==> src/rtl/mpma_pkg.sv <==
// Shared constants, codes and result type of the multi-pattern match automaton.
`default_nettype none
package mpma_pkg;

  localparam int MAX_NODES_DEF     = 1024;
  localparam int ALPHABET_SIZE_DEF = 26;
  localparam logic [7:0] BASE_CHAR_RESET = 8'd97;

  localparam int NODE_OUT_W  = 10;
  localparam int COUNT_W     = 16;
  localparam int NCOUNT_W    = 11;
  localparam int STATUS_W    = 3;

  localparam logic [1:0] ACT_ADD     = 2'd0;
  localparam logic [1:0] ACT_BUILD   = 2'd1;
  localparam logic [1:0] ACT_NEXT    = 2'd2;
  localparam logic [1:0] ACT_INSPECT = 2'd3;

  localparam logic [STATUS_W-1:0] ST_OK      = 3'd0;
  localparam logic [STATUS_W-1:0] ST_FULL    = 3'd1;
  localparam logic [STATUS_W-1:0] ST_BADSYM  = 3'd2;
  localparam logic [STATUS_W-1:0] ST_PHASE   = 3'd3;
  localparam logic [STATUS_W-1:0] ST_BADNODE = 3'd4;

  // first member sits in the highest bits, so node_out lands at bit 0
  typedef struct packed {
    logic [STATUS_W-1:0]   status;
    logic [NCOUNT_W-1:0]   node_count;
    logic [NODE_OUT_W-1:0] fail_out;
    logic [COUNT_W-1:0]    match_total;
    logic [NODE_OUT_W-1:0] node_out;
  } res_t;

  localparam int RES_W  = $bits(res_t);
  localparam int TDATA_OUT_W = ((RES_W + 7) / 8) * 8;

  function automatic logic [COUNT_W-1:0] sat_add(input logic [COUNT_W-1:0] a,
                                                 input logic [COUNT_W-1:0] b);
    logic [COUNT_W:0] s;
    s = {1'b0, a} + {1'b0, b};
    return s[COUNT_W] ? {COUNT_W{1'b1}} : s[COUNT_W-1:0];
  endfunction

endpackage
`default_nettype wire

==> src/rtl/mpma_out.sv <==
// Output register holding one result until the downstream side takes it.
`default_nettype none
module mpma_out
  import mpma_pkg::*;
(
  input  wire logic clk,
  input  wire logic rst,
  input  wire logic load,
  input  wire res_t din,
  input  wire logic ready,
  output logic      valid,
  output res_t      dout
);

  always_ff @(posedge clk) begin
    if (rst) begin
      valid <= 1'b0;
    end else if (load) begin
      valid <= 1'b1;
    end else if (ready) begin
      valid <= 1'b0;
    end
  end

  always_ff @(posedge clk) begin
    if (load) begin
      dout <= din;
    end
  end

endmodule
`default_nettype wire

==> config.mk <==
export PLATFORM = sky130hd
export DESIGN_NAME = mpma_out
export DESIGN_NICKNAME = d
export VERILOG_FILES = /design/src/rtl/mpma_pkg.sv /design/src/rtl/mpma_out.sv
export SDC_FILE = /design/constraint.sdc
export NUM_CORES = 1
export LEC_CHECK = 0
export BUFFER_PORTS_ARGS = -buffer_cell sky130_fd_sc_hd__buf_2
export CAP_MARGIN = 25
export CORE_MARGIN = 4
export CORE_UTILIZATION = 43
export DETAILED_ROUTE_END_ITERATION = 10
export PLACE_DENSITY = 0.83
export RECOVER_POWER = 25
export SLEW_MARGIN = 20
export SYNTH_ARGS = -nofsm -noshare
export SYNTH_HDL_FRONTEND = slang
export SYNTH_SLANG_ARGS = --single-unit
export TNS_END_PERCENT = 20
==> constraint.sdc <==
create_clock -name clk -period 1.3 [get_ports clk]
set_clock_uncertainty 0.1 [all_clocks]
set_input_delay 0.13 -clock clk [delete_from_list [all_inputs] [get_ports clk]]
set_output_delay 0.13 -clock clk [all_outputs]
set_load 0.05 [all_outputs]
# Word-level counts from Yosys, hierarchy flattened
# Index checks and enable logic that the tools add are counted.
# totals
register_bits	51
out_inout_bits	51
# classes
muxes	2
reduce_logical	1
# ops
op	n
two-way mux 1 bit	2
nonzero test 2 bit	1

# Logic depth before layout (Yosys ltp)
# Gate-level depths: netlist of run 1.
# depth
depth_word	2
mapped_depth	2

# Worst setup path after synthesis of run 1
# Ideal clock, no wire load.
# synth_path
path_type	register to register
startpoint	register, netlist name valid
endpoint	register valid
arrival_time_ns	0.863
required_ns	1.134
slack_ns	0.271
stages_incl_launch_ff	3
path_buffers	0
period_less_slack_ns	1.029
path_cell_list	dfxtp_1 > nand2b_1 > a21oi_2
# synth_rtl
element	line_no	text
end signal, assigned	mpma_out.sv:17	valid <= 1'b0;
end signal, assigned	mpma_out.sv:19	valid <= 1'b1;
end signal, assigned	mpma_out.sv:21	valid <= 1'b0;
end, declared	mpma_out.sv:11	output logic valid,

# Worst setup path after layout of run 1
# layout_path
startpoint	register dout[11] (netlist bit)
endpoint	output port dout[11] (netlist bit)
# layout_rtl
element	line_no	text
start, declared	mpma_out.sv:12	output res_t dout
start signal, assigned	mpma_out.sv:27	dout <= din;
# No word-level cell between the ends.

==> out/results.ini, run 1 <==
[clocking]
cts_root_buf=clkbuf_4
cts_tree=built
clkSinkCount=51
clk_pin_slew_ns=0.15
htree_levels=2
post-cts-setup-buffers=0
clockBufferDepth=2
clk_latency_ns=0.37
cts_buffers=5

[timing]
fin_tns_setup_ns=0
fmax_mhz=772.7
hold_viol=0
setup_viol=0
rsz0062_at_grt=true
finalCriticalPeriod_ns=1.294
worst_pin_slew_ns=0.2759
min_period_over_period=0.9955
slew_headroom=0.8174
holdWs_ns=0.1345
drv_slew=0

[global_route]
grt_pass1_vias=1290
grt_max_degree=52
grt_pass1_wl_mm=6.237
overflow=0
antenna_found_initial=0
gr-usage-all-layers=0.2038

[critical_path]
crit_type=reg -> out
crit_chain=buf_2
rr_startpoint=valid
cp_slowest_cell=edfxtp_1
cp_max_fo=1
crit_start=dout[11]
endpoint_kind=primary output
critPathRequiredTime_ns=1.07
worst_ep_arrival_time_ns=1.06
cp-start-kind=flop
cp.buffers_inverters=1
path_delay_family=flip-flops
slowest_delay_ns=0.41

[layout]
antenna_cells=0
fin_nets=272
syn_to_final_growth_pct=78.64
fin_area_mm2=0.002751
drive_above_1_share=0.5160
post-route-util=0.8117

[floorplanning]
boundaryPins=105
die_area_mm2=0.004604
die_h_um=67.85
core_mm2=0.003390
initial_core_util=0.4544
row_count=21
die_x_um=67.85

[power_and_ir_drop]
p_per_area_mw_per_mm2=1349
vdd_drop_max_mv=1.029
total_power_mw=3.711
power.leakage_nw=1.190

[logic_synthesis]
synth_edf_count=50
synth-seq-cells=51
syn_area_per_cell_um2=28.52
yosysSeqAreaShare=0.9878
async_reset_ff_frac=0
syn_nets=108
yosys.area.top_type_share=0.9748
synth_area_mm2=0.001540
synth_cells=54
synth_cell_types=5
synth_ff_type=edfxtp_1
synth_area_leaders=edfxtp_1 97%, dfxtp_1 1.3%, a21oi_2 0.57%
synth.most_common_cell=edfxtp_1
yosysWarnings=0
synth_largest_area_cell=edfxtp_1
synthTopCellsByCount=50 x edfxtp_1, 1 x a21oi_2, 1 x dfxtp_1, 1 x inv_1, 1 x nand2b_1

[route]
ant_nets=0
drt_iter0_drc=45
drtPass1Iterations=4
wl_per_cell_um=17.21
routed_via_density=4.377
vias=1160
drcViolationCount=0
totalWireLength_mm=4.561

[hold_path]
hold_path_class=in -> reg
hp-start=load

[placement]
place_area_mm2=0.002138
gp_congestion=0.6436
port_buffers=104

[job]
cap_violations=0

[status]
status=finished, final reports clean

[area by class of cell]
type	instances	area [µm²]
clock buffer	5	37.54
clock inverter	3	38.79
fill	169	638.1
inverter	1	3.754
multi-input combinational	2	15.01
sequential	51	1523
tap	46	57.56
timing repair buffer	157	1076
[through the flow]
| step | instances | worst slack [ns] |
|---|---|---|
| final | 265 | 0.005843 |
| after global placement | 205 | 0.3907 |
| after CTS | 265 | 0.03544 |
| after floorplan | 54 | 0.2707 |
| after detailed placement | 205 | 0.3746 |
| after global routing | 265 | -0.04326 |
[kinds of logic (layout without fill, tap and decap cells)]
logic type,Yosys count,in the layout,share of synthesized area
simple gates,1,1,0.004064
compound gates,1,1,0.005687
buf+inv,1,166,0.002435
flops,51,51,0.9878
[sequential cells by signal, indices dropped and copies added, names as in the netlist]
signal / cells
dout: 50
valid: 1
[timing repair]
action / CTS / global route
hold buffers: 52 / 0
endpoints found under the hold margin: 51 / 0
resized for setup: 0 / 11
endpoints found under the setup margin: 0 / 10
[worst paths after layout]
check / endpoint / slack [ns] / cells after the start
setup / recovery: dout[11] / 0.006 / 1
hold / removal: dout[34] / 0.13 / 2
setup reg to reg: valid / 0.02 / 3
hold reg to reg: valid / 0.98 / 3
[cell usage in the layout, fill, tap and decap left out]
cell and instances:
a21oi_2 1, dfxtp_2 1, clkbuf_1 1, nand2b_1 1, clkinv_2 1, bufinv_16 1, buf_6 1, clkinv_1 1
clkbuf_4 6, buf_12 1, inv_1 1, edfxtp_1 50, dlygate4sd3_1 52, buf_4 3, buf_2 98
[layer usage]
metal	GRT usage	wire, µm	share of wire
met1	0.2051	1589	0.35
met2	0.3317	2283	0.50
met3	0.1149	579	0.13
met4	0.1141	108	0.024
met5	0	0	0
[report_power, final]
part           internal (mW)  switching, mW
Clock                  0.396          0.493
Combinational          0.256          0.580
Sequential              1.95         0.0397
Power figures use the tool's default switching activity.
==> run 2: changes to the inputs <==
Clock period 1.3 ns to 1.55 ns, I/O delays scaled along.
==> out/results.ini, run 2 (synthesis gave the netlist of run 1 again) <==
[timing]
setup_viol=0  ; unchanged
hold_viol=0  ; unchanged
rsz0062_at_grt=false
finalCriticalPeriod_ns=1.303
min_period_over_period=0.8405
drv_slew=0  ; unchanged
worst_pin_slew_ns=0.2764  ; +0.0005361 ns
fmax_mhz=767.6
holdWs_ns=0.1524  ; +0.01785 ns
slew_headroom=0.8170  ; about the same
fin_tns_setup_ns=0  ; unchanged

[placement]
dp_cells=205  ; unchanged
gp_congestion=0.6436  ; unchanged
port_buffers=104  ; unchanged

[power_and_ir_drop]
internal_power_mw=2.172  ; -16%
p_seq_frac=0.538  ; +0.003
p_clk_frac=0.238  ; -0.002
share_comb_of_total_power=0.224  ; about the same
p_per_area_mw_per_mm2=1131  ; -16%
vdd_drop_max_mv=0.8773  ; -15%
p_sw_uw=921.3  ; -17%
power.leakage_nw=1.184  ; -0.47%
switching_share=0.2979  ; -0.002036

[status]
status=finished, final reports clean

[floorplanning]
die_h_um=67.85  ; unchanged
core_mm2=0.003390  ; unchanged
die_area_mm2=0.004604  ; unchanged
die_x_um=67.85  ; unchanged
row_count=21  ; unchanged
boundaryPins=105  ; unchanged
initial_core_util=0.4544  ; unchanged

[critical_path]
endpoint_kind=primary output
worst_ep_arrival_time_ns=1.05  ; about the same
crit_chain=buf_2
cp_slowest_cell=edfxtp_1
rr_startpoint=valid
crit_type=reg -> out
cp_max_fo=1  ; unchanged
crit_start=dout[40]
slowest_delay_ns=0.39  ; -0.02 ns
path_delay_family=flip-flops
cp-start-kind=flop
cp.buffers_inverters=1  ; unchanged
critPathRequiredTime_ns=1.29  ; +0.22 ns

[hold_path]
hp-start=load
hold_path_class=in -> reg

[clocking]
cts_root_buf=clkbuf_4
cts.repair.resized=0  ; unchanged
cts_tree=built
clkSinkCount=51  ; unchanged
clockBufferDepth=2  ; unchanged
clk_pin_slew_ns=0.14  ; about the same
htree_levels=2  ; unchanged
clk_latency_ns=0.37  ; about the same
cts_buffers=5  ; unchanged

[route]
drcViolationCount=0  ; unchanged
drtPass1Iterations=4  ; unchanged
vias=1177  ; +1.5%
totalWireLength_mm=4.509  ; -1.1%
wl_per_cell_um=17.02  ; -1.1%
drt_iter0_drc=63  ; +40%
routed_via_density=4.442  ; +1.5%
ant_nets=0  ; unchanged

[layout]
top_register=dout
syn_to_final_growth_pct=77.50
antenna_cells=0  ; unchanged
final_common_cell=buf_2
drive_above_1_share=0.5114  ; -0.004566
fin_nets=272  ; unchanged
largest_register_ffs=50  ; unchanged
post-route-util=0.8066  ; -0.005168
most-common-layout-cells=103 x buf_2, 52 x dlygate4sd3_1, 50 x edfxtp_1, 5 x clkbuf_4
largestRegisters=dout: 50 flops, valid: 1 flops
layout.cells.non_filler=265  ; unchanged

[global_route]
grt_pass1_vias=1321  ; +2.4%
overflow=0  ; unchanged
antenna_found_initial=0  ; unchanged
grt_pass1_wl_mm=6.479  ; +3.9%
gr-usage-all-layers=0.2123  ; +0.008579
grt_max_degree=52  ; unchanged

[job]
cap_violations=0  ; unchanged

-- run 2: changes by cell type in the layout (fill, tap and decap cells not counted), sizes merged --
cell | before | now
clkbuf | 7 | 6
buf | 103 | 104
-- run 2: power by group through the flow --
stage / Sequential (mW) / Clock [mW] / Combinational [mW]
after detailed placement: 1.69 / 0 / 0.582
after CTS: 1.66 / 0.738 / 0.683
final: 1.66 / 0.736 / 0.692
after global placement: 1.68 / 0 / 0.577
after floorplan: 2.08 / 0 / 0.00291
after global routing: 1.67 / 0.802 / 0.720
-- run 2: what timing repair did --
item	4_1_cts	5_1_grt
endpoints found under the setup margin	0	0
hold buffers	52	0
buffers inserted	0	0
endpoints found under the hold margin	51	0
-- run 2: final timing paths --
check	end	slack (ns)	cells after the start
setup reg to reg	valid	0.29	3
setup / recovery	dout[40]	0.25	1
hold reg to reg	valid	0.96	3
hold / removal	dout[23]	0.15	2
-- run 2: metrics by stage --
stage          worst slack [ns]  total power [mW]  instance area (µm²)
3_3_place_gp             0.6157             2.261                 2138
5_1_grt                  0.2058             3.196                 2734
6_report                 0.2472             3.093                 2734
2_1_floorplan            0.5207             2.078                 1540
3_5_place_dp             0.5975             2.271                 2138
4_1_cts                  0.2650             3.079                 2735
-- run 2: routing by layer --
layer  up-vias  global-route usage  wire (µm)
li1        540                   -          -
met1       541              0.2086       1568
met2        80              0.3572       2271
met3        16             0.09688        519
met4         0              0.1414        149
met5         -                   0          0
-- run 2: cell type report --
| class | count | area (µm²) |
|---|---|---|
| Timing Repair Buffer | 157 | 1060 |
| Clock buffer | 5 | 37.54 |
| Sequential cell | 51 | 1521 |
| Inverter | 1 | 3.754 |
| Tap cell | 46 | 57.56 |
| Multi-Input combinational cell | 2 | 15.01 |
| Fill cell | 166 | 655.6 |
| Clock inverter | 3 | 38.79 |
